**src/rssd_pkg.sv**
```systemverilog
package rssd_pkg;

	// Default pen coordinate width
	localparam int COORD_BITS_DEFAULT = 13;

	// Fixed field widths
	localparam int SPAN_X_W   = 13;
	localparam int SPAN_Y_W   = 12;
	localparam int WIDTH_W    = 13;
	localparam int CFG_IDX_W  = 2;
	localparam int CFG_DATA_W = 13;

	localparam logic [WIDTH_W-1:0]  WIDTH_RESET = 13'd64;
	localparam logic [SPAN_Y_W-1:0] Y_MAX       = 12'hFFF;

	// Register indexes on the configuration port
	localparam logic [CFG_IDX_W-1:0] REG_REFLECT    = 2'd0;
	localparam logic [CFG_IDX_W-1:0] REG_WIDTH      = 2'd1;
	localparam logic [CFG_IDX_W-1:0] REG_SHADOW_OFF = 2'd2;

	// Stream codes
	localparam logic [7:0] CODE_EOL      = 8'h00;
	localparam logic [7:0] CODE_LIT_LO   = 8'h01;
	localparam logic [7:0] CODE_LIT_HI   = 8'h7F;
	localparam logic [7:0] CODE_END      = 8'h80;
	localparam logic [7:0] CODE_SKIP_LO  = 8'h81;
	localparam logic [7:0] CODE_SKIP_HI  = 8'hBF;
	localparam logic [7:0] CODE_SHADOW   = 8'hC0;
	localparam logic [7:0] CODE_FILL     = 8'hC1;
	localparam logic [7:0] SKIP_BASE     = 8'h80;
	localparam logic [7:0] SHORT_BASE    = 8'hC0;

	typedef enum logic [1:0] {
		KIND_PALETTE = 2'd0,
		KIND_SHADOW  = 2'd1,
		KIND_STATUS  = 2'd2
	} span_kind_t;

endpackage

```
**src/rle_sprite_span_decoder_unit.sv**
```systemverilog
// A request passes through the input register, then one pass of phase/pen logic into
// the result register. Throughput: one byte per cycle unless out_stall holds a result,
// bounded by the single pen adder and phase update that close each cycle; bytes that
// give no result still take a slot.
// Reset (arst_n low, asynchronous): registers to reset values, pen at line
// start, parse phase waiting for a command byte, both stages empty.
module rle_sprite_span_decoder_unit #(
	parameter int COORD_BITS = rssd_pkg::COORD_BITS_DEFAULT
) (
	input  logic                              clk,
	input  logic                              arst_n,
	// byte stream
	input  logic                              in_valid,
	output logic                              in_stall,
	input  logic [7:0]                        data_byte,
	input  logic                              end_of_buffer,
	// span results
	output logic                              out_valid,
	input  logic                              out_stall,
	output rssd_pkg::span_kind_t              span_kind,
	output logic signed [rssd_pkg::SPAN_X_W-1:0] span_x,
	output logic [rssd_pkg::SPAN_Y_W-1:0]     span_y,
	output logic [7:0]                        span_length,
	output logic [7:0]                        color_index,
	output logic                              image_done,
	output logic                              truncated,
	// configuration writes
	input  logic                              cfg_valid,
	output logic                              cfg_ready,
	input  logic [rssd_pkg::CFG_IDX_W-1:0]    cfg_index,
	input  logic [rssd_pkg::CFG_DATA_W-1:0]   cfg_data
);

	typedef enum logic [2:0] {
		PH_CMD,
		PH_LIT,
		PH_SH_FIRST,
		PH_SH_SECOND,
		PH_FILL_COUNT,
		PH_FILL_VALUE,
		PH_SHORT_VALUE,
		PH_DONE
	} phase_t;

	// Line start for a given mode and width: 0, or width-1 wrapped to the pen width.
	function automatic logic [COORD_BITS-1:0] line_start(
		input logic                          refl,
		input logic [rssd_pkg::WIDTH_W-1:0] width
	);
		logic [COORD_BITS+rssd_pkg::WIDTH_W-1:0] wm1;
		wm1 = {{COORD_BITS{1'b0}}, width} - 1'b1;
		return refl ? wm1[COORD_BITS-1:0] : '0;
	endfunction

	// Configuration registers
	logic                         reflect_q;
	logic [rssd_pkg::WIDTH_W-1:0] width_q;
	logic                         shadow_off_q;

	// Decoder state
	phase_t                          phase_q;
	logic [7:0]                      run_q;
	logic [7:0]                      pend_q;
	logic [COORD_BITS-1:0]           pen_x_q;
	logic [rssd_pkg::SPAN_Y_W-1:0]   pen_y_q;

	// Input stage
	logic       valid_s1;
	logic [7:0] byte_s1;
	logic       eob_s1;

	// Result register
	logic                                 out_valid_q;
	rssd_pkg::span_kind_t                 kind_q;
	logic signed [rssd_pkg::SPAN_X_W-1:0] x_q;
	logic [rssd_pkg::SPAN_Y_W-1:0]        y_q;
	logic [7:0]                           len_q;
	logic [7:0]                           col_q;
	logic                                 done_q;
	logic                                 trunc_q;

	// Stage 1 moves on whenever the result register is free or being drained.
	logic out_free;
	logic step;
	assign out_free = !out_valid_q || !out_stall;
	assign step     = valid_s1 && out_free;
	assign in_stall = valid_s1 && !out_free;
	assign cfg_ready = 1'b1;

	// Single-pass decode of the byte held in stage 1
	phase_t                        phase_d;
	logic [7:0]                    run_d;
	logic [7:0]                    pend_d;
	logic [COORD_BITS-1:0]         pen_x_d;
	logic [rssd_pkg::SPAN_Y_W-1:0] pen_y_d;
	logic                          span_en;
	rssd_pkg::span_kind_t          span_k;
	logic [7:0]                    span_col;
	logic                          adv_en;
	logic [7:0]                    adv_n;
	logic                          newline;
	logic                          end_code;
	logic                          done;
	logic                          trunc;
	logic [7:0]                    run_dec;
	logic [COORD_BITS-1:0]         pen_adv;
	logic [COORD_BITS+rssd_pkg::SPAN_X_W-1:0] x_ext;

	assign run_dec = run_q - 8'd1;
	assign pen_adv = reflect_q ? (pen_x_q - COORD_BITS'(adv_n))
	                           : (pen_x_q + COORD_BITS'(adv_n));
	assign x_ext   = {{rssd_pkg::SPAN_X_W{pen_x_q[COORD_BITS-1]}}, pen_x_q};

	always_comb begin
		phase_d  = phase_q;
		run_d    = run_q;
		pend_d   = pend_q;
		span_en  = 1'b0;
		span_k   = rssd_pkg::KIND_PALETTE;
		span_col = '0;
		adv_en   = 1'b0;
		adv_n    = '0;
		newline  = 1'b0;
		end_code = 1'b0;
		case (phase_q)
			PH_CMD: begin
				if (byte_s1 == rssd_pkg::CODE_EOL) begin
					newline = 1'b1;
				end else if (byte_s1 inside {[rssd_pkg::CODE_LIT_LO:rssd_pkg::CODE_LIT_HI]}) begin
					run_d   = byte_s1;
					phase_d = PH_LIT;
				end else if (byte_s1 == rssd_pkg::CODE_END) begin
					end_code = 1'b1;
				end else if (byte_s1 inside {[rssd_pkg::CODE_SKIP_LO:rssd_pkg::CODE_SKIP_HI]}) begin
					adv_en = 1'b1;
					adv_n  = byte_s1 - rssd_pkg::SKIP_BASE;
				end else if (byte_s1 == rssd_pkg::CODE_SHADOW) begin
					phase_d = PH_SH_FIRST;
				end else if (byte_s1 == rssd_pkg::CODE_FILL) begin
					phase_d = PH_FILL_COUNT;
				end else begin
					pend_d  = byte_s1 - rssd_pkg::SHORT_BASE;
					phase_d = PH_SHORT_VALUE;
				end
			end
			PH_LIT: begin
				span_en  = 1'b1;
				adv_n    = 8'd1;
				span_col = byte_s1;
				run_d    = run_dec;
				if (run_dec == 8'd0) begin
					phase_d = PH_CMD;
				end
			end
			PH_SH_FIRST: begin
				if (byte_s1[1:0] != 2'd0) begin
					adv_n   = {6'd0, byte_s1[1:0]};
					span_en = !shadow_off_q;
					adv_en  = shadow_off_q;
					span_k  = rssd_pkg::KIND_SHADOW;
					phase_d = PH_CMD;
				end else begin
					phase_d = PH_SH_SECOND;
				end
			end
			PH_SH_SECOND: begin
				adv_n   = byte_s1;
				span_en = !shadow_off_q && (byte_s1 != 8'd0);
				adv_en  = shadow_off_q;
				span_k  = rssd_pkg::KIND_SHADOW;
				phase_d = PH_CMD;
			end
			PH_FILL_COUNT: begin
				pend_d  = byte_s1;
				phase_d = PH_FILL_VALUE;
			end
			PH_FILL_VALUE, PH_SHORT_VALUE: begin
				adv_n    = pend_q;
				span_en  = (pend_q != 8'd0);
				span_col = byte_s1;
				phase_d  = PH_CMD;
			end
			default: begin
				// image ended: drop the byte
			end
		endcase

		done  = end_code || eob_s1;
		trunc = eob_s1 && !end_code;
		if (done) begin
			phase_d = PH_DONE;
		end

		pen_x_d = pen_x_q;
		pen_y_d = pen_y_q;
		if (newline) begin
			pen_x_d = line_start(reflect_q, width_q);
			if (pen_y_q != rssd_pkg::Y_MAX) begin
				pen_y_d = pen_y_q + 1'b1;
			end
		end else if (span_en || adv_en) begin
			pen_x_d = pen_adv;
		end
	end

	// Configuration registers; reflect and width writes move the pen to the new line start.
	always_ff @(posedge clk or negedge arst_n) begin
		if (!arst_n) begin
			reflect_q    <= 1'b0;
			width_q      <= rssd_pkg::WIDTH_RESET;
			shadow_off_q <= 1'b0;
		end else if (cfg_valid && cfg_ready) begin
			case (cfg_index)
				rssd_pkg::REG_REFLECT:    reflect_q    <= cfg_data[0];
				rssd_pkg::REG_WIDTH:      width_q      <= cfg_data[rssd_pkg::WIDTH_W-1:0];
				rssd_pkg::REG_SHADOW_OFF: shadow_off_q <= cfg_data[0];
				default: ;
			endcase
		end
	end

	// Input stage: take a new byte whenever the stage is empty or moving on.
	always_ff @(posedge clk or negedge arst_n) begin
		if (!arst_n) begin
			valid_s1 <= 1'b0;
		end else if (!in_stall) begin
			valid_s1 <= in_valid;
		end
	end

	always_ff @(posedge clk) begin
		if (in_valid && !in_stall) begin
			byte_s1 <= data_byte;
			eob_s1  <= end_of_buffer;
		end
	end

	// Decoder state
	always_ff @(posedge clk or negedge arst_n) begin
		if (!arst_n) begin
			phase_q <= PH_CMD;
			run_q   <= '0;
			pend_q  <= '0;
			pen_x_q <= line_start(1'b0, rssd_pkg::WIDTH_RESET);
			pen_y_q <= '0;
		end else if (cfg_valid && cfg_ready && cfg_index == rssd_pkg::REG_REFLECT) begin
			pen_x_q <= line_start(cfg_data[0], width_q);
		end else if (cfg_valid && cfg_ready && cfg_index == rssd_pkg::REG_WIDTH) begin
			pen_x_q <= line_start(reflect_q, cfg_data[rssd_pkg::WIDTH_W-1:0]);
		end else if (step && phase_q != PH_DONE) begin
			phase_q <= phase_d;
			run_q   <= run_d;
			pend_q  <= pend_d;
			pen_x_q <= pen_x_d;
			pen_y_q <= pen_y_d;
		end
	end

	// Result register: a span, or a status-only result when the image ends.
	logic emit;
	assign emit = step && (phase_q != PH_DONE) && (span_en || done);

	always_ff @(posedge clk or negedge arst_n) begin
		if (!arst_n) begin
			out_valid_q <= 1'b0;
		end else if (out_free) begin
			out_valid_q <= emit;
		end
	end

	always_ff @(posedge clk) begin
		if (emit) begin
			done_q  <= done;
			trunc_q <= trunc;
			if (span_en) begin
				kind_q <= span_k;
				x_q    <= x_ext[rssd_pkg::SPAN_X_W-1:0];
				y_q    <= pen_y_q;
				len_q  <= adv_n;
				col_q  <= span_col;
			end else begin
				kind_q <= rssd_pkg::KIND_STATUS;
				x_q    <= '0;
				y_q    <= '0;
				len_q  <= '0;
				col_q  <= '0;
			end
		end
	end

	assign out_valid   = out_valid_q;
	assign span_kind   = kind_q;
	assign span_x      = x_q;
	assign span_y      = y_q;
	assign span_length = len_q;
	assign color_index = col_q;
	assign image_done  = done_q;
	assign truncated   = trunc_q;

endmodule

```
**config.mk**
```make
export PLATFORM = sky130hd
export DESIGN_NAME = rle_sprite_span_decoder_unit
export DESIGN_NICKNAME = d
export VERILOG_FILES = /design/src/rssd_pkg.sv /design/src/rle_sprite_span_decoder_unit.sv
export SDC_FILE = /design/constraint.sdc
export NUM_CORES = 1
export LEC_CHECK = 0
export BUFFER_PORTS_ARGS = -buffer_cell sky130_fd_sc_hd__buf_2
export CELL_PAD_IN_SITES_DETAIL_PLACEMENT = 0
export CELL_PAD_IN_SITES_GLOBAL_PLACEMENT = 1
export CORE_UTILIZATION = 49
export DETAILED_ROUTE_END_ITERATION = 8
export PLACE_DENSITY_LB_ADDON = 0.1
export SYNTH_ARGS = -nofsm -noshare
export SYNTH_HDL_FRONTEND = slang
export SYNTH_SLANG_ARGS = --single-unit
```
**constraint.sdc**
```tcl
create_clock -name clk -period 10.7 [get_ports clk]
set_input_delay 0.535 -clock clk [delete_from_list [all_inputs] [get_ports clk]]
set_output_delay 0.535 -clock clk [all_outputs]
set_load 0.005 [all_outputs]
```
* Word level (Yosys, flattened, before mapping)
Index checks and enable logic that the tools add are counted.
** Cells by class
- $add $sub $neg :: 8
- $lt $le $gt $ge :: 4
- Equality and inequality tests :: 24
- Multiplexer cells :: 51
- Bitwise operators :: 2
- Reductions and logical operators :: 45
** Operator list (count)
- $mux 13 :: 9
- $mux 8 :: 12
- $pmux 8 s5 :: 1
- $pmux 8 s2 :: 2
- $sub 13x1->13 const B :: 2
- $eq 8x8->1 const B :: 3
- $mux 3 :: 7
- $logic_not 8->1 :: 2
- $reduce_bool 8->1 :: 2
- $sub 8x8->8 const B :: 2
- $pmux 3 s5 :: 1
- $ne 2x2->1 const B :: 7
- $add 13x8->13 :: 1
- $mux 1 :: 13
- $sub 13x8->13 :: 1
- $add 12x1->12 const B :: 1
- $ne 12x12->1 const B :: 1
- $logic_and 1x1->1 :: 11
- $reduce_and 10->1 :: 1
- $reduce_and 2->1 :: 5
- $eq 3x3->1 const B :: 3
- $ne 3x3->1 const B :: 3
- $ge 8x1->1 const B :: 1
- $ge 8x8->1 const B :: 1
- other kinds (26) :: 42
** Word-level totals
- Bits in registers :: 115
- Input port bits :: 29
- Output and inout port bits :: 48
- Word-level logic and storage cells :: 153

* Logic depth before layout (Yosys ltp)
Gate-level depths: netlist of the first run.
- Depth in word-level cells :: 14
- Depth in mapped cells :: 21
- Depth with buffers taken out :: 21

* Worst setup path before layout of the first run
Ideal clock, no wire load.
- Path kind :: reg2reg
- Start point :: reg byte_s1[6]
- End point :: reg pen_x_q[12]
- Library setup time :: 0.126 ns
- Arrival :: 4.170 ns
- Data required time :: 10.574 ns
- Path slack :: 6.403 ns
- Stages on the path, launching flop included :: 21
- Buffers on the path :: 0
- Period minus slack after synthesis :: 4.297 ns
- Cells stage by stage :: edfxtp_1 inv_1 ha_1 or4b_4 nor2_4 and3_4 o21ai_0 a21oi_1 inv_1 ha_1 nor2_1 xnor2_1 ha_1 a211oi_1 o211ai_1 a41oi_1 nor2_1 a211oi_1 and2b_2 a32oi_1 o21ai_1
** On the way
- Cells in the longest elaborated chain, start to end :: 14
- Elaborated cells on any way between the ends :: 35
- Those cells by class :: 3 x add/sub; 4 x order compare; 1 x eq/ne; 19 x mux; 8 x reduce/logical
** Ends and longest elaborated chain
- start: declaration :: line rle_sprite_span_decoder_unit.sv:69 : logic [7:0] byte_s1;
- start signal: assignment :: line rle_sprite_span_decoder_unit.sv:233 : byte_s1 <= data_byte;
- $ge 8x8->1 or $le 8x8->1 (tied branches) :: line rle_sprite_span_decoder_unit.sv:134 : end else if (byte_s1 inside {[rssd_pkg::CODE_SKIP_LO:rssd_pkg::CODE_SKIP_HI]}) begin
- $logic_and 1x1->1 :: line rle_sprite_span_decoder_unit.sv:134
- $mux 8 :: line rle_sprite_span_decoder_unit.sv:134
- $mux 8 :: line rle_sprite_span_decoder_unit.sv:132 : end else if (byte_s1 == rssd_pkg::CODE_END) begin
- $mux 8 :: line rle_sprite_span_decoder_unit.sv:129 : end else if (byte_s1 inside {[rssd_pkg::CODE_LIT_LO:rssd_pkg::CODE_LIT_HI]}) begin
- $mux 8 :: line rle_sprite_span_decoder_unit.sv:127 : if (byte_s1 == rssd_pkg::CODE_EOL) begin
- $pmux 8 s5 :: line rle_sprite_span_decoder_unit.sv:125 : case (phase_q)
- $add 13x8->13 or $sub 13x8->13 (tied branches) :: line rle_sprite_span_decoder_unit.sv:111, rle_sprite_span_decoder_unit.sv:110
- $mux 13 :: line rle_sprite_span_decoder_unit.sv:110 : assign pen_adv = reflect_q ? (pen_x_q - COORD_BITS'(adv_n))
- $mux 13 :: line rle_sprite_span_decoder_unit.sv:201 : end else if (span_en || adv_en) begin
- $mux 13 :: line rle_sprite_span_decoder_unit.sv:196 : if (newline) begin
- $mux 13 :: line rle_sprite_span_decoder_unit.sv:250 : end else if (step && phase_q != PH_DONE) begin
- $mux 13 :: line rle_sprite_span_decoder_unit.sv:248 : end else if (cfg_valid && cfg_ready && cfg_index == rssd_pkg::REG_WIDTH) begin
- $mux 13 :: line rle_sprite_span_decoder_unit.sv:246 : end else if (cfg_valid && cfg_ready && cfg_index == rssd_pkg::REG_REFLECT) begin
- end signal: assignment :: line rle_sprite_span_decoder_unit.sv:247 : pen_x_q <= line_start(cfg_data[0], width_q);
- end signal: assignment :: line rle_sprite_span_decoder_unit.sv:249 : pen_x_q <= line_start(reflect_q, cfg_data[rssd_pkg::WIDTH_W-1:0]);
- end signal: assignment :: line rle_sprite_span_decoder_unit.sv:254 : pen_x_q <= pen_x_d;
- end: declaration :: line rle_sprite_span_decoder_unit.sv:64 : logic [COORD_BITS-1:0] pen_x_q;
Parallel ways exist; a longest one is shown, timed or not. The select of a mux whose other input is x is not followed.
A chain may end at the register's enable or synchronous reset.

* Worst setup path in the final report of the first run
Same ends and word-level chain as after synthesis.

==> results.cfg, run 1 <==
[route]
postRouteAntennaNets = 0
first_iter_violations = 413
dr.pass1.iters = 5
via_per_inst = 5.63
drt_wl_total_mm = 16.8
vias = 5397
wl_per_cell_um = 17.5
drc = 0

[power_and_ir_drop]
power_density_mw_per_mm2 = 349
ir_drop_v = 0.000197
p_leak_nw = 3.29

[clock_network]
insertion_delay_ns = 0.42
cts-root-buf = clkbuf_16
cts_buffers = 17
post_cts_resized = 0
clkSinkCount = 115
cts_setup_buffers = 0
clk_pin_slew_ns = 0.06
cts_tree = yes
cts_hold_buf = 0
cts_max_level = 4
cts_max_path_buffers = 2

[status]
status = finished, final reports clean

[global_route]
gr-usage-met1_pct = 37.3
grt_overflow = 0
grt_pass1_wl_mm = 27.0
antenna_found_initial = 0
grt_pass1_vias = 5027
grtUsageMet2_pct = 35.5
met3_usage_pct = 4.23
grt_max_degree = 62
grt_busiest_layer = met1
grt_usage_pct = 24.7

[critical_path]
rr_worst_depth = 20
cp-end-kind = register
timing.rr.start = byte_s1[6]
crit_fanout = 8
cp.arrival_ns = 5.20
crit_required_ns = 10.99
path_class = reg2reg
r2r_slack_ns = 5.79
rr_endpoint = pen_x_q[12]
worstSetupStartpointType = register

[layout]
final_cell_mix = nand2_1 (91), buf_2 (75), nor2_1 (71)
antenna_cells = 0
syn_to_final_growth_pct = 15.4
nNetsFinal = 823
stdcell_area_mm2 = 0.00781
final_common_cell = nand2_1
final_layout_size_suffix_gt1_share_pct = 18.4

[floorplanning]
rows = 42
initial_core_util_pct = 50.7
die_area_mm2 = 0.0143
die_x_um = 120
die_y_um = 120
pin_count = 77
core_area_mm2 = 0.0133

[synth]
ys_warn_count = 0
ys_ff_latch = 115
syn_inst = 701
syn_area_mm2 = 0.00677
synthArstFlopShare_pct = 53.0
synthFlopType = dfrtp_1
synth-seq-area-share_pct = 46.5
synth.distinct_cells = 81
synth.avg_cell_area_um2 = 9.65
synth-edff-count = 54
synth_nets = 754

[placement]
post-place-ws_ns = 5.84
gp_congestion = 0.879
dp_hpwl_mm = 12.2
io_buffers = 75
placed_cell_area_mm2 = 0.00722

[sta]
tightest_slew_ns = 1.15
holdWs_ns = 0.291
min_period_ns = 4.91
hold_viol_final = 0
final_max_slew_viol_count = 0
fin_ws_ns = 5.79
clock_skew_ns = 0.00991
finalSetupViolations = 0
max_freq_mhz = 204
rsz0062_at_grt = no
tns_ns = 0
finalCritPeriodShare_pct = 45.9
maxSlewHeadroom_pct = 23.2

[job]
cap_violations = 0

[worst_hold_path]
hold_end = byte_s1[6]
hold_start = data_byte[6]
min_path_type = in2reg
whs_path_depth = 1
[synthesized netlist by cell type, types with 8 or more instances]
library cell / n / area share (%)
nand2_1: 91 / 5.0
nor2_1: 72 / 4.0
dfrtp_1: 60 / 22
edfxtp_1: 54 / 24
a21oi_1: 48 / 3.5
and2_1: 36 / 3.3
o21ai_0: 35 / 2.6
xnor2_1: 30 / 3.9
ha_1: 23 / 4.3
xor2_1: 22 / 2.8
inv_1: 20 / 1.1
clkbuf_1: 16 / 0.89
nand3_1: 16 / 1.2
nor3_1: 16 / 1.2
nand2b_1: 10 / 0.92
mux2_2: 9 / 1.5
nor4_1: 8 / 0.74
[where the power goes]
group,internal (mW),switching (mW)
logic,0.604,0.794
registers,0.646,0.124
clock network,0.343,0.215
[critical path: stages, from the launching register on]
cell	delay, ns
edfxtp_1	0.53
inv_1	0.16
ha_1	0.16
or4b_4	0.50
nor2_4	0.15
and3_4	0.20
o21ai_0	0.07
a21oi_1	0.27
inv_1	0.12
ha_1	0.28
nor2_1	0.14
xnor2_1	0.16
ha_1	0.33
a211oi_1	0.34
o211ai_1	0.17
a41oi_1	0.33
nor2_1	0.09
a211oi_1	0.27
and2b_2	0.25
a32oi_1	0.18
o21ai_1	0.09
[how the worst max path moves through the flow]
stage	from	to	slack, ns
after floorplan	byte_s1[6]	pen_x_q[12]	6.40
after global placement	byte_s1[6]	pen_x_q[12]	5.97
after detailed placement	byte_s1[6]	pen_x_q[12]	5.84
after CTS	byte_s1[6]	pen_x_q[12]	5.78
after global routing	byte_s1[6]	pen_x_q[12]	5.42
final	byte_s1[6]	pen_x_q[12]	5.79
[logic make-up (layout without fill, tap and decap cells)]
family / Yosys count / in the layout / synth area share (%)
mux: 10 / 10 / 1.65
flops: 115 / 115 / 46.5
fa+ha+maj: 24 / 24 / 4.55
simple gates: 302 / 302 / 22.6
other cells: 1 / 1 / 0.0554
buf+inv: 49 / 131 / 3.66
compound gates: 148 / 148 / 14.2
xor+xnor: 52 / 52 / 6.73
[layout make-up]
cell class | instances | area [µm²]
Multi-Input combinational cell | 537 | 3380
Clock inverter | 15 | 158
Clock buffer | 17 | 425
Tap cell | 176 | 220
Fill cell | 1214 | 5540
Sequential cell | 115 | 3150
Inverter | 21 | 78.8
Timing Repair Buffer | 78 | 398
[sequential cells by signal, summed over array words and instances, names as in the netlist]
signal,cells
span_kind,2
pen_x_q,13
shadow_off_q,1
reflect_q,1
run_q,8
width_q,13
pend_q,8
color_index,8
pen_y_q,12
out_valid,1
byte_s1,8
image_done,1
span_y,12
valid_s1,1
span_length,8
truncated,1
eob_s1,1
phase_q,3
span_x,13
[through the flow]
step	power, mW	util [%]	std cells
floorplan	1.79	-	701
global placement	2.15	54.1	927
detailed placement	2.15	54.1	927
CTS	2.73	58.5	959
global route	2.94	58.5	959
finish	2.73	58.5	959
[per-layer routing]
layer,up-vias,share of wire [%]
met1,2530,51
met2,197,43
met4,0,1.6
met5,-,0
met3,25,4.8
li1,2645,-
(Power assumes the default switching activity.)
==> inputs of run 2 (changes only) <==
--- a/config.mk
+++ b/config.mk
@@ -8,7 +8,7 @@
 export BUFFER_PORTS_ARGS = -buffer_cell sky130_fd_sc_hd__buf_2
 export CELL_PAD_IN_SITES_DETAIL_PLACEMENT = 0
 export CELL_PAD_IN_SITES_GLOBAL_PLACEMENT = 1
-export CORE_UTILIZATION = 49
+export CORE_UTILIZATION = 46
 export DETAILED_ROUTE_END_ITERATION = 8
 export PLACE_DENSITY_LB_ADDON = 0.1
 export SYNTH_ARGS = -nofsm -noshare
==> constraint.sdc (replaced) <==
create_clock -name clk -period 4.84 [get_ports clk]
set_input_delay 0.242 -clock clk [delete_from_list [all_inputs] [get_ports clk]]
set_output_delay 0.242 -clock clk [all_outputs]
set_load 0.005 [all_outputs]
==> results.cfg, run 2 (synthesis gave the netlist of run 1 again) <==
[layout]
final_layout_size_suffix_gt1_share_pct = 20.0
final_common_cell = nand2_1
syn_to_final_growth_pct = 19.1
final_cell_mix = nand2_1 (91), buf_2 (75), nor2_1 (71)
stdcell_area_mm2 = 0.00806
antenna_cells = 0
nNetsFinal = 845

[global_route]
antenna_found_initial = 0
grt_max_degree = 62
grt_pass1_vias = 5230
grt_pass1_wl_mm = 27.7
grt_overflow = 0
grt_usage_pct = 24.3

[critical_path]
crit_required_ns = 5.14
path_class = reg2reg
cp.arrival_ns = 4.86
worstSetupStartpointType = register
cp-end-kind = register
r2r_slack_ns = 0.28
crit_fanout = 6

[power_and_ir_drop]
power_density_mw_per_mm2 = 767
ir_drop_v = 0.000334
p_leak_nw = 3.41

[route]
drt_wl_total_mm = 17.1
first_iter_violations = 367
drc = 0
via_per_inst = 5.63
postRouteAntennaNets = 0
wl_per_cell_um = 17.3
dr.pass1.iters = 5
vias = 5543

[sta]
min_period_ns = 4.56
finalSetupViolations = 0
tightest_slew_ns = 1.11
maxSlewHeadroom_pct = 25.9
max_freq_mhz = 219
clock_skew_ns = 0.00906
finalCritPeriodShare_pct = 94.3
tns_ns = 0
hold_viol_final = 1
final_max_slew_viol_count = 0
holdWs_ns = -0.00141

[floorplanning]
die_y_um = 123
die_area_mm2 = 0.0152
initial_core_util_pct = 48.0
core_area_mm2 = 0.0141
rows = 43
die_x_um = 123
pin_count = 77

[clock_network]
cts_max_path_buffers = 2
insertion_delay_ns = 0.42
clk_pin_slew_ns = 0.05
cts_max_level = 4
cts-root-buf = clkbuf_16
cts_tree = yes
cts_buffers = 17
clkSinkCount = 115

[placement]
dp_hpwl_mm = 12.2
placed_cell_area_mm2 = 0.00732
io_buffers = 75
gp_congestion = 0.861

[status]
violations = negative hold slack
status = finished with violations

[job]
cap_violations = 0

[worst_hold_path]
min_path_type = in2async
run 2: changes by cell type in the layout (fill, tap and decap cells not counted), moves of 2 or more:
| cell | delta |
|---|---|
| bufinv_16 | +2 |
| clkinv_4 | -3 |
| clkinvlp_4 | -3 |
| a21oi_2 | +2 |
| buf_4 | +14 |
| clkbuf_1 | +3 |
| a21oi_1 | -2 |
| dlygate4sd3_1 | +8 |
| inv_6 | -2 |
run 2: final cells by class:
cell class                      count  area [µm²]
Tap cell                          180         225
Fill cell                        1250        6040
Timing Repair Buffer              100         583
Clock buffer                       21         450
Inverter                           21        78.8
Sequential cell                   115        3150
Multi-Input combinational cell    537        3410
Clock inverter                     11         160
run 2: timing repair:
action                                  4_1_cts  5_1_grt
setup buffers                                 0        2
endpoints found under the hold margin         7        1
endpoints found under the setup margin        0        5
resized for setup                             0        7
hold buffers                                  7        1
run 2: routing by layer:
layer  global-route usage, %  vias up  wire, µm
met1                    35.4     2643      8520
met4                    7.15        0       214
met3                    5.54       20       996
met2                    35.7      196      7330
met5                       0        -         0
li1                        -     2684         -
run 2: final timing paths:
check | start | endpoint | depth (start not counted)
setup reg to reg | byte_s1[6] | pen_x_q[12] | 20
min in group clk | data_byte[4] | byte_s1[4] | 1
setup / recovery | byte_s1[6] | pen_x_q[12] | 20
hold reg to reg | pen_y_q[10] | pen_y_q[10] | 1
hold / removal | arst_n | run_q[2] | 2
max in group asynchronous | arst_n | pen_x_q[3] | 2
run 2: report_power, final:
| group | switching (mW) | leakage [nW] | total [mW] | internal (mW) |
|---|---|---|---|---|
| logic | 1.84 | 1.82 | 3.22 | 1.39 |
| registers | 0.224 | 1.29 | 1.65 | 1.43 |
| clock network | 0.439 | 0.300 | 1.31 | 0.869 |
run 2: critical path, cell delays in order, from the launching register on:
cell and delay (ns):
edfxtp_1 0.43, inv_1 0.14, ha_1 0.17, or4b_4 0.49
nor2_4 0.17, and3_4 0.20, o21ai_0 0.10, a21oi_2 0.22
inv_1 0.11, ha_2 0.23, nor2_1 0.13, xnor2_1 0.16
ha_1 0.33, a211oi_2 0.29, o211ai_1 0.17, a41oi_2 0.26
nor2_1 0.08, a211oi_1 0.28, and2b_2 0.25, a32oi_1 0.17
o21ai_1 0.08
run 2: metrics by stage:
stage	worst slack, ns	cells	total power, mW	util [%]
finish	0.277	985	6.19	57.2
detailed placement	0.0493	943	4.79	51.9
floorplan	0.543	701	3.96	-
global route	-0.00609	985	6.68	57.2
CTS	0.0000981	982	6.14	56.8
global placement	0.200	943	4.77	51.9
